## src/ede_ram.sv

```systemverilog
// Generic single-write, single-read RAM with registered read data.
module ede_ram #(
  parameter int W     = 8,
  parameter int DEPTH = 64,
  parameter int AW    = (DEPTH > 1) ? $clog2(DEPTH) : 1
) (
  input  logic          clk,
  input  logic          wr_en,
  input  logic [AW-1:0] wr_addr,
  input  logic [W-1:0]  wr_data,
  input  logic          rd_en,
  input  logic [AW-1:0] rd_addr,
  output logic [W-1:0]  rd_data
);

  logic [W-1:0] mem_r [0:DEPTH-1];
  logic [W-1:0] rd_data_r;

  always_ff @(posedge clk) begin
    if (wr_en) begin
      mem_r[wr_addr] <= wr_data;
    end
    if (rd_en) begin
      rd_data_r <= mem_r[rd_addr];
    end
  end

  assign rd_data = rd_data_r;

endmodule

```

## config.mk

```make
export PLATFORM = sky130hd
export DESIGN_NAME = ede_ram
export DESIGN_NICKNAME = d
export VERILOG_FILES = /design/src/ede_ram.sv
export SDC_FILE = /design/constraint.sdc
export NUM_CORES = 1
export LEC_CHECK = 0
export BUFFER_PORTS_ARGS = -buffer_cell sky130_fd_sc_hd__buf_2
export CAP_MARGIN = 20
export CORE_ASPECT_RATIO = 0.8
export CORE_UTILIZATION = 35
export CTS_CLUSTER_SIZE = 10
export DETAILED_ROUTE_END_ITERATION = 7
export GPL_TIMING_DRIVEN = 0
export HOLD_SLACK_MARGIN = 0.06
export PLACE_DENSITY_LB_ADDON = 0.25
export SLEW_MARGIN = 0
export SYNTH_ARGS = -nofsm -noshare
export SYNTH_HDL_FRONTEND = slang
export SYNTH_SLANG_ARGS = --single-unit
```

## constraint.sdc

```tcl
create_clock -name clk -period 2 [get_ports clk]
set_input_delay 0.2 -clock clk [delete_from_list [all_inputs] [get_ports clk]]
set_output_delay 0.2 -clock clk [all_outputs]
set_load 0.01 [all_outputs]
```

==> metrics.md <==
| Metric | Value |
|---|---|
| Worst slack after detailed placement | `-1.18 ns` |
| Synth unique cells | `39` |
| Post-synthesis cell area | `between 20000 and 25000 um^2` |
| Synthesized flop and latch total | `520` |
| Pwr dens | `973 nW/um^2` |
| Biggest fanout along the worst timing path | `1` |
| Normalized max-slew margin | `about 30%` |
| Number of rows in the core area | `roughly 80` |
| Final nets | `between 1000 and 1500` |
| Largest net degree at the start of global routing | `65` |
| Kind of end point of the critical path | `flip-flop` |
| Startpoint class of the critical path | `flip-flop` |
| Post-layout instance count excluding filler cells | `~1800` |
| Run status | `finished, violations left` |
| Utilization of the core after routing | `between 40% and 50%` |
| Number of buffers on the longest clock path | `3` |
| Proportion of synthesized chip area in sequential cells | `77.1%` |
| Minimum clock period after layout | `around 2.1 ns` |
| Final setup violation count | `8` |
| Yosys synthesis warning count | `0` |
| Final weighted congestion of routability-driven global placement | `roughly 0.89` |
| Violations in the final reports | `negative setup slack` |
| Worst Setup SP | `mem_r[11][0]$_DFFE_PP_` |
| Total Routed Length | `~52 mm` |
| Count of input and output buffers | `22` |
| Via count of the first global-routing pass | `approximately 9800` |
| Type of the most critical hold path | `in -> reg` |
| Count of final max-slew check failures | `0` |
| Number of placed instances, taps included | `1727` |
| Critical R2R Launch | `mem_r[11][0]$_DFFE_PP_` |
| Worst clock skew on the final layout | `about 0.015 ns` |
| H-Tree Level Count | `2` |
| TritonCTS clock tree | `yes` |
| Slew @ Worst Pin | `about 1.1 ns` |
| Area grow syn2layout | `15.1%` |
| Library cell used as clock root buffer | `sky130_fd_sc_hd__clkbuf_16` |
| Area of the core region | `56900 um^2` |
| Maximum achievable frequency | `roughly 0.47 GHz` |
| GRT Residual Overflow | `0` |
| Number of antenna repair diodes | `0` |
| Height of the chip | `217 um` |
| Clock slew at reported path FFs | `0.05 ns` |
| Worst skew pair latency | `about 0.62 ns` |
| Total count of hold-check failures in the final report | `0` |
| Chip Width | `between 200 and 300 um` |
| Drc violations | `0` |
| Type of the worst setup path | `reg -> reg` |
| Wire length of the first global-routing pass | `73.6 mm` |
| Crit share post-route | `106%` |
| Half-perimeter wire length after detailed placement | `~34 mm` |
| Total track usage | `between 15 and 20%` |
| Unrepaired setup endpoints after global routing | `true` |
| Filler cells | `4960` |
| Post-Syn Instances | `940` |
| Highest ir drop seen on vdd | `0.000642 V` |
| Min-Delay Startpoint | `wr_data[4]` |
| Count of buffers added by post-CTS timing repair for setup | `0` |
| Vias per std cell | `roughly 5.5` |
| Number of vias in the routed layout | `about 10000` |
| WL/cell | `28.9 um` |
| Effective utilization at floorplan | `a little over a third` |
| Net count after synthesis | `a little under 1000` |
| Number of iterations in the first detailed-routing pass | `5` |
| Fraction of final layout cells sized beyond drive strength 1 | `between 20 and 30%` |
| Final worst slack | `-0.113 ns` |
| Syn avg cell area | `21.5 um^2` |
| Antenna violations before repair | `6` |
| Static leakage | `around 0.0072 uW` |
| Initial drt markers | `1157` |
| MaxCap Viol Count | `0` |
| Number of buffers created by CTS | `58` |
| Required time worst endpoint | `around 2.3 ns` |
| Die footprint | `about 60000 um^2` |
| Number of primary I/O pins | `31` |
| Arrival time worst endpoint | `between 2 and 2.5 ns` |
| Sink Count | `520` |
| Remaining number of nets flagged by the antenna check after routing | `0` |
-- cells by family (layout without fill, tap and decap cells) --
group,Yosys count,after routing,synth area share [%]
AO/OA/AOI/OAI,54,54,2.06
multiplexers,162,162,15.9
AND/OR/NAND/NOR,153,153,3.37
buffers and inverters,51,152,1.56
flip-flops,520,520,77.1
-- final timing paths --
path / end / slack (ns) / cells past startpoint
setup / recovery: rd_data[0]$_DFFE_PP_ / -0.11 / 5
hold / removal: mem_r[9][4]$_DFFE_PP_ / 0.06 / 1
setup reg to reg: rd_data[0]$_DFFE_PP_ / -0.11 / 5
hold reg to reg: rd_data[1]$_DFFE_PP_ / 0.95 / 4
-- repair_timing --
item | in CTS | in global routing
hold endpoints to repair | 9 | 27
hold buffers | 2 | 2
pin swaps | 3 | 0
gates resized for setup | 44 | 17
setup endpoints to repair | 8 | 24
-- routing by layer --
metal	global-route usage [%]	vias up	share of wire, %
li1	-	4104	-
met1	26.6	5314	46
met2	25.0	448	42
met3	5.89	77	10
met4	4.84	8	1.9
met5	0	-	0.10
-- cell type report --
type	instances	area [um^2]	area share, %
Clock inverter	3	41.3	0.177
Clock buffer	62	1490	6.39
Buffer	51	357	1.53
Timing Repair Buffer	36	330	1.42
Multi-Input combinational cell	369	4520	19.4
Tap cell	760	951	4.08
Sequential cell	520	15600	67.0
-- state kept, by name (all words and copies together), names as in the netlist --
name and flops:
rd_data 8, mem_r 512
-- power by group --
| part | leakage, uW | internal [uW] | switching [uW] |
|---|---|---|---|
| Clock | 0.000749 | 5180 | 4020 |
| Sequential | 0.00469 | 12100 | 19.9 |
| Combinational | 0.00172 | 498 | 862 |
| Total | 0.00715 | 17800 | 4910 |
-- cell usage in the layout (no fill, tap or decap), types with 3 or more instances in the layout --
master / synthesis / routed
sky130_fd_sc_hd__a211oi_1: 4 / 4
sky130_fd_sc_hd__a21oi_1: 3 / 3
sky130_fd_sc_hd__a221oi_1: 6 / 5
sky130_fd_sc_hd__a22oi_1: 3 / 3
sky130_fd_sc_hd__buf_12: 2 / 9
sky130_fd_sc_hd__buf_2: 11 / 28
sky130_fd_sc_hd__buf_4: 13 / 18
sky130_fd_sc_hd__buf_6: 4 / 7
sky130_fd_sc_hd__clkbuf_1: 17 / 15
sky130_fd_sc_hd__clkbuf_16: 0 / 59
sky130_fd_sc_hd__clkbuf_2: 0 / 5
sky130_fd_sc_hd__dlygate4sd3_1: 0 / 4
sky130_fd_sc_hd__edfxtp_1: 520 / 520
sky130_fd_sc_hd__mux2_2: 13 / 11
sky130_fd_sc_hd__mux2i_1: 23 / 18
sky130_fd_sc_hd__mux2i_2: 0 / 5
sky130_fd_sc_hd__mux4_2: 126 / 126
sky130_fd_sc_hd__nand2_1: 19 / 19
sky130_fd_sc_hd__nand2b_1: 7 / 7
sky130_fd_sc_hd__nand3_1: 13 / 12
sky130_fd_sc_hd__nand3b_1: 3 / 3
sky130_fd_sc_hd__nor2_1: 83 / 77
sky130_fd_sc_hd__nor2_2: 0 / 5
sky130_fd_sc_hd__nor2b_1: 14 / 14
sky130_fd_sc_hd__nor3_1: 7 / 4
sky130_fd_sc_hd__o2111ai_1: 3 / 3
sky130_fd_sc_hd__o221ai_1: 8 / 8
sky130_fd_sc_hd__o22ai_1: 8 / 8
-- per-stage QoR --
step | hold WS, ns | total power [uW] | area (um^2) | setup TNS [ns]
finish | 0.0607 | 22700 | 23300 | -0.570
global route | 0.0679 | 23300 | 23300 | -0.864
CTS | 0.118 | 22800 | 23100 | -0.433
detailed placement | 0.619 | 13600 | 21400 | -173.88
global placement | 0.618 | 13600 | 21300 | -165.94
floorplan | 0.299 | 13000 | 20200 | 0
-- cells in the mapped netlist, drive strengths merged --
cell type / n / area, um^2
a31oi: 1 / 6.26
and2: 1 / 6.26
a21oi: 3 / 15.0
nor2b: 14 / 87.6
clkbuf: 17 / 63.8
a2111oi: 2 / 17.5
o311ai: 1 / 8.76
nor2: 83 / 312
or3: 1 / 6.26
o21a: 2 / 15.0
o2bb2ai: 3 / 26.3
edfxtp: 520 / 15600
o21ai: 4 / 20.0
o41ai: 2 / 17.5
o22ai: 8 / 50.1
nand4b: 1 / 8.76
nand4: 2 / 12.5
nor3: 7 / 35.0
nand2b: 7 / 43.8
o221ai: 8 / 70.1
nand3: 13 / 65.1
nor4: 2 / 12.5
mux4: 126 / 2840
nand2: 19 / 71.3
o2111ai: 3 / 26.3
a211oi: 4 / 30.0
a22oi: 3 / 22.5
buf: 34 / 253
nand3b: 3 / 22.5
o221a: 2 / 22.5
mux2i: 23 / 230
a221oi: 6 / 52.6
mux2: 13 / 146
o32ai: 2 / 17.5
-- critical path, cell delays in order (launching register included) --
cell and delay, ns:
sky130_fd_sc_hd__edfxtp_1 0.36, sky130_fd_sc_hd__mux4_2 0.55, sky130_fd_sc_hd__mux4_2 0.54, sky130_fd_sc_hd__nor2_2 0.13
sky130_fd_sc_hd__nor3_1 0.07, sky130_fd_sc_hd__o2bb2ai_2 0.19
No activity file was read; power rests on OpenSTA's default activity.
