<file path="src/ede_pkg.sv">
// Shared types and constants for the edit distance engine.
package ede_pkg;

  localparam int MAX_LEN_DEF = 64;
  localparam int CMD_W       = 2;
  localparam int SYM_W       = 8;
  localparam int DIST_W      = 7;

  localparam logic [CMD_W-1:0]  CMD_FIRST   = 2'd0;
  localparam logic [CMD_W-1:0]  CMD_SECOND  = 2'd1;
  localparam logic [CMD_W-1:0]  CMD_COMPUTE = 2'd2;
  localparam logic [DIST_W-1:0] DIST_MAX    = 7'd127;

  typedef struct packed {
    logic [CMD_W-1:0] cmd;
    logic [SYM_W-1:0] symbol;
  } in_item_t;

  typedef struct packed {
    logic [DIST_W-1:0] distance;
    logic              overflow;
  } out_item_t;

  // Per-cycle controls broadcast to every cell.
  typedef struct packed {
    logic init;   // load the first-row cost
    logic clear;  // drop the second string
    logic load;   // write a byte into the addressed cell
  } cell_ctl_t;

endpackage

</file>
<file path="src/ede_cell.sv">
// One column cell of the edit distance array: holds a second-string byte and its cost.
module ede_cell #(
  parameter int LW  = 7,
  parameter int IDX = 1
) (
  input  logic                              clk,
  input  logic                              rst_n,
  input  ede_pkg::cell_ctl_t                ctl,
  input  logic [ede_pkg::SYM_W-1:0]         ld_sym,
  input  logic [LW-1:0]                     ld_idx,
  input  logic                              l_valid,
  input  logic                              l_last,
  input  logic [ede_pkg::SYM_W-1:0]         l_sym,
  input  logic [LW-1:0]                     l_new,
  input  logic [LW-1:0]                     l_old,
  output logic                              r_valid,
  output logic                              r_last,
  output logic [ede_pkg::SYM_W-1:0]         r_sym,
  output logic [LW-1:0]                     r_new,
  output logic [LW-1:0]                     r_old
);
  import ede_pkg::*;

  logic             active_r;
  logic [SYM_W-1:0] sym_r;
  logic [LW-1:0]    cost_r;
  logic             r_valid_r;
  logic             r_last_r;
  logic [SYM_W-1:0] r_sym_r;
  logic [LW-1:0]    r_new_r;
  logic [LW-1:0]    r_old_r;

  logic          hit;
  logic [LW-1:0] min_a;
  logic [LW-1:0] min_b;
  logic [LW-1:0] cost_nxt;

  assign hit = ctl.load && (ld_idx == LW'(IDX - 1));

  always_comb begin
    min_a    = (cost_r < l_old) ? cost_r : l_old;
    min_b    = (min_a < l_new) ? min_a : l_new;
    cost_nxt = (l_sym == sym_r) ? l_old : min_b + LW'(1);
  end

  always_ff @(posedge clk) begin
    if (!rst_n) begin
      active_r  <= 1'b0;
      r_valid_r <= 1'b0;
    end else begin
      r_valid_r <= l_valid;
      if (ctl.clear) begin
        active_r <= 1'b0;
      end else if (hit) begin
        active_r <= 1'b1;
      end
    end
  end

  always_ff @(posedge clk) begin
    if (hit) begin
      sym_r <= ld_sym;
    end
    if (ctl.init) begin
      cost_r <= LW'(IDX);
    end else if (l_valid && active_r) begin
      cost_r <= cost_nxt;
    end
    r_last_r <= l_last;
    r_sym_r  <= l_sym;
    // inactive cells past the string end pass the wavefront through
    r_new_r  <= active_r ? cost_nxt : l_new;
    r_old_r  <= cost_r;
  end

  assign r_valid = r_valid_r;
  assign r_last  = r_last_r;
  assign r_sym   = r_sym_r;
  assign r_new   = r_new_r;
  assign r_old   = r_old_r;

endmodule

</file>
<file path="config.mk">
export PLATFORM = sky130hd
export DESIGN_NAME = ede_cell
export DESIGN_NICKNAME = d
export VERILOG_FILES = /design/src/ede_pkg.sv /design/src/ede_cell.sv
export SDC_FILE = /design/constraint.sdc
export NUM_CORES = 1
export LEC_CHECK = 0
export BUFFER_PORTS_ARGS = -buffer_cell sky130_fd_sc_hd__buf_2
export CORE_MARGIN = 10
export CORE_UTILIZATION = 54
export DETAILED_ROUTE_END_ITERATION = 10
export GPL_ROUTABILITY_DRIVEN = 0
export PLACE_DENSITY = 0.84
export SLEW_MARGIN = 20
export SYNTH_ARGS = -nofsm -noshare
export SYNTH_HDL_FRONTEND = slang
export SYNTH_SLANG_ARGS = --single-unit
</file>
<file path="constraint.sdc">
create_clock -name clk -period 10.45 [get_ports clk]
set_input_delay 1.5675 -clock clk [delete_from_list [all_inputs] [get_ports clk]]
set_output_delay 1.5675 -clock clk [all_outputs]
set_load 0.05 [all_outputs]
</file>
==> flow_metrics.tcl <==
set metrics [dict create \
    worstPathArrival_ns 5.83 \
    synth_area_leaders "dfxtp_1 31%, edfxtp_1 12%, ha_1 7.9%, xnor2_1 5.9%, inv_1 3.6%" \
    reg2reg_to "r_new[6]" \
    final_common_cell "buf_2" \
    routedWlPerCell_um 16.2 \
    synth_top_flop_cell "dfxtp_1" \
    path_cells "buf_2 -> inv_1 -> ha_1 -> a21oi_1 -> o21ai_1 -> a21oi_4 -> mux2i_1 -> inv_1 -> ha_1 -> a21oi_1 -> o21a_1 -> o21ai_1 -> nand2_4 -> mux2_2 -> ha_1 -> nand3_1 -> nor3_1 -> xnor2_1 -> nor3_1 -> a221o_1 -> mux2_2" \
    path_max_fanout 17 \
    min_period_ns 5.64 \
    cts_setup_buffers 0 \
    run_status "finished clean" \
    slew_viol_final 0 \
    power.density_nw_per_um2 119 \
    cts.sinks 40 \
    yosysTopAreaCell "dfxtp_1" \
    layout_common_cells "67 x buf_2, 32 x dfxtp_1, 20 x inv_1, 15 x nor2_1, 15 x nand2_1" \
    numPortBuffers 67 \
    r2r_cells 19 \
    dp_hpwl_mm 4.38 \
    synth_area_um2 2070 \
    die_h_um 81.9 \
    hold_viol_final 0 \
    synth_nets 266 \
    reg2reg_from "cost_r[2]" \
    max_clock_freq_mhz 177 \
    min_from "cost_r[6]" \
    clockBufferDepth 2 \
    setup_viol 0 \
    power_mw 0.301 \
    grt_usage_pct 16.3 \
    endpoint_kind "flip-flop" \
    cts_tree "done" \
    die_w_um 81.9 \
    slowest_delay_ns 0.43 \
    synth_compound_area_share_pct 16.9 \
    synthAdderAreaFrac_pct 7.86 \
    ctsHoldBuffers 0 \
    period_share_pct 53.9 \
    rsz0062_at_grt "no" \
    holdPathEnd "r_old[6]" \
    synth_xor_area_share_pct 6.35 \
    grt_pass1_wl_mm 8.52 \
    ys_warn_count 0 \
    synthDistinctLibCells 47 \
    grt-ovfl-total 0 \
    hp-class "reg2reg" \
    synthArstFlopShare_pct 0 \
    rows 22 \
    synth-edff-count 8 \
    drive_above_1_share_pct 31.4 \
    antenna_found_initial 0 \
    ys_seq_elements 40 \
    die-area_um2 6710 \
    synth_top_family_by_area "compound AO/OA/AOI/OAI gates" \
    cts-root-buf "clkbuf_8" \
    final_cells 328 \
    nNetsFinal 337 \
    initial_core_util_pct 56.1 \
    synth_top_cell_area_share_pct 31.0 \
    r2r_setup_slack_ns 5.86 \
    numCtsBuffers 5 \
    synth-simple-area-share_pct 15.6 \
    crit_type "in2reg" \
    cp_data_required_time_ns 10.64 \
    area_growth_pct 21.9 \
    coreArea_um2 3690 \
    placed_cells 321 \
    viasPerCell 5.43 \
    grt_max_degree 18 \
    synthMuxAreaShare_pct 5.57 \
    clock_latency_ns 0.29 \
    critPathSlowestCell "a21oi_4" \
    clock_skew_ns 0.0106 \
    ir_drop_mv 0.0667 \
    synthCells 209 \
    leakagePower_nw 1.18 \
    io_pins 68 \
    avgSynthCellArea_um2 9.90 \
    clk_pin_slew_ns 0.08 \
    insertedDiodeCount 0 \
    startpoint_type "input port" \
    drt-total-wl_mm 5.31 \
    antenna_left 0 \
    drc 0 \
    tightest_slew_ns 0.570 \
    worst_hold_path.num_cells 0 \
    via_count 1781 \
    htreeDepth 2 \
    drt_pass1_iterations 4 \
    path_common_cell "ha_1" \
    drtIter0Drc 165 \
    slew_headroom_pct 61.7 \
    cts.repair.resized 0 \
    grt_pass1_vias 1820 \
    drv_cap 0 \
    setup_tns_ns 0 \
    seq_area_frac_synth_pct 42.6 \
]
## worst max-delay path, delay by kind of cell
kind | cells | cell delay (ns)
XOR/XNOR | 1 | 0.15
buffers and inverters | 3 | 0.25
multiplexers | 3 | 0.80
AND/OR/NAND/NOR | 4 | 0.57
AO/OA/AOI/OAI | 7 | 1.65
adder cells (fa/ha/maj) | 3 | 0.83
## worst max-delay path by stage
stage,start,to,slack [ns]
finish,l_old[6],r_new[6],4.81
global route,l_old[6],r_new[6],4.42
CTS,l_old[6],r_new[6],4.80
detailed placement,l_old[6],r_new[6],4.51
global placement,l_old[2],r_new[4],4.75
floorplan,l_old[2],r_new[6],5.24
## sequential cells by signal (all words and copies together), names as in the netlist
| register | count |
|---|---|
| active_r | 1 |
| r_valid | 1 |
| r_old | 7 |
| r_sym | 8 |
| cost_r | 7 |
| r_last | 1 |
| sym_r | 8 |
| r_new | 7 |
## final cells by class
cell class | count | area, um2
clock buffers | 5 | 68.8
clock inverters | 2 | 12.5
fillers | 325 | 1170
inverters | 20 | 75.1
multi-input cells | 145 | 1080
flip-flops and latches | 40 | 881
well taps | 48 | 60.1
repair buffers | 68 | 343
## metrics by stage
| stage | utilization [%] | hold WS (ns) | cell area [um2] | setup WS, ns |
|---|---|---|---|---|
| after global routing | 68.4 | 0.422 | 2520 | 4.42 |
| after global placement | 66.1 | 0.390 | 2440 | 4.75 |
| after floorplan | - | 0.363 | 2070 | 5.24 |
| final | 68.4 | 0.411 | 2520 | 4.81 |
| after detailed placement | 66.1 | 0.385 | 2440 | 4.51 |
| after CTS | 68.4 | 0.403 | 2520 | 4.80 |
## cells in the mapped netlist, types with 3 or more instances
| master | number |
|---|---|
| mux2i_1 | 7 |
| mux2_2 | 3 |
| dfxtp_1 | 32 |
| nand4_1 | 6 |
| nand3_1 | 6 |
| edfxtp_1 | 8 |
| a21oi_1 | 10 |
| nor3_1 | 7 |
| o21ai_0 | 6 |
| nor2_1 | 15 |
| inv_1 | 20 |
| o21ai_1 | 4 |
| o21a_1 | 3 |
| xnor2_1 | 14 |
| ha_1 | 13 |
| nand2_1 | 15 |
## report_power, final
part / total (mW) / switching (mW) / internal (mW)
sequential: 0.162 / 0.000823 / 0.161
clock: 0.0971 / 0.0520 / 0.0451
combinational: 0.0420 / 0.0276 / 0.0145
total: 0.301 / 0.0804 / 0.220
## metal layers
layer	vias up	wire, um	track usage [%]
li1	880	-	-
met3	16	403	3.93
met1	803	2070	18.3
met4	0	134	7.14
met5	-	0	0
met2	82	2710	28.7
## cell families after synthesis
family,after synthesis
DFF,40
adders and majority gates,13
AOI/OAI and AO/OA,44
buffers and inverters,24
and+or+nand+nor,62
muxes,11
xor gates and xnor gates,15
Note: power is estimated with default switching activity, not from simulation.
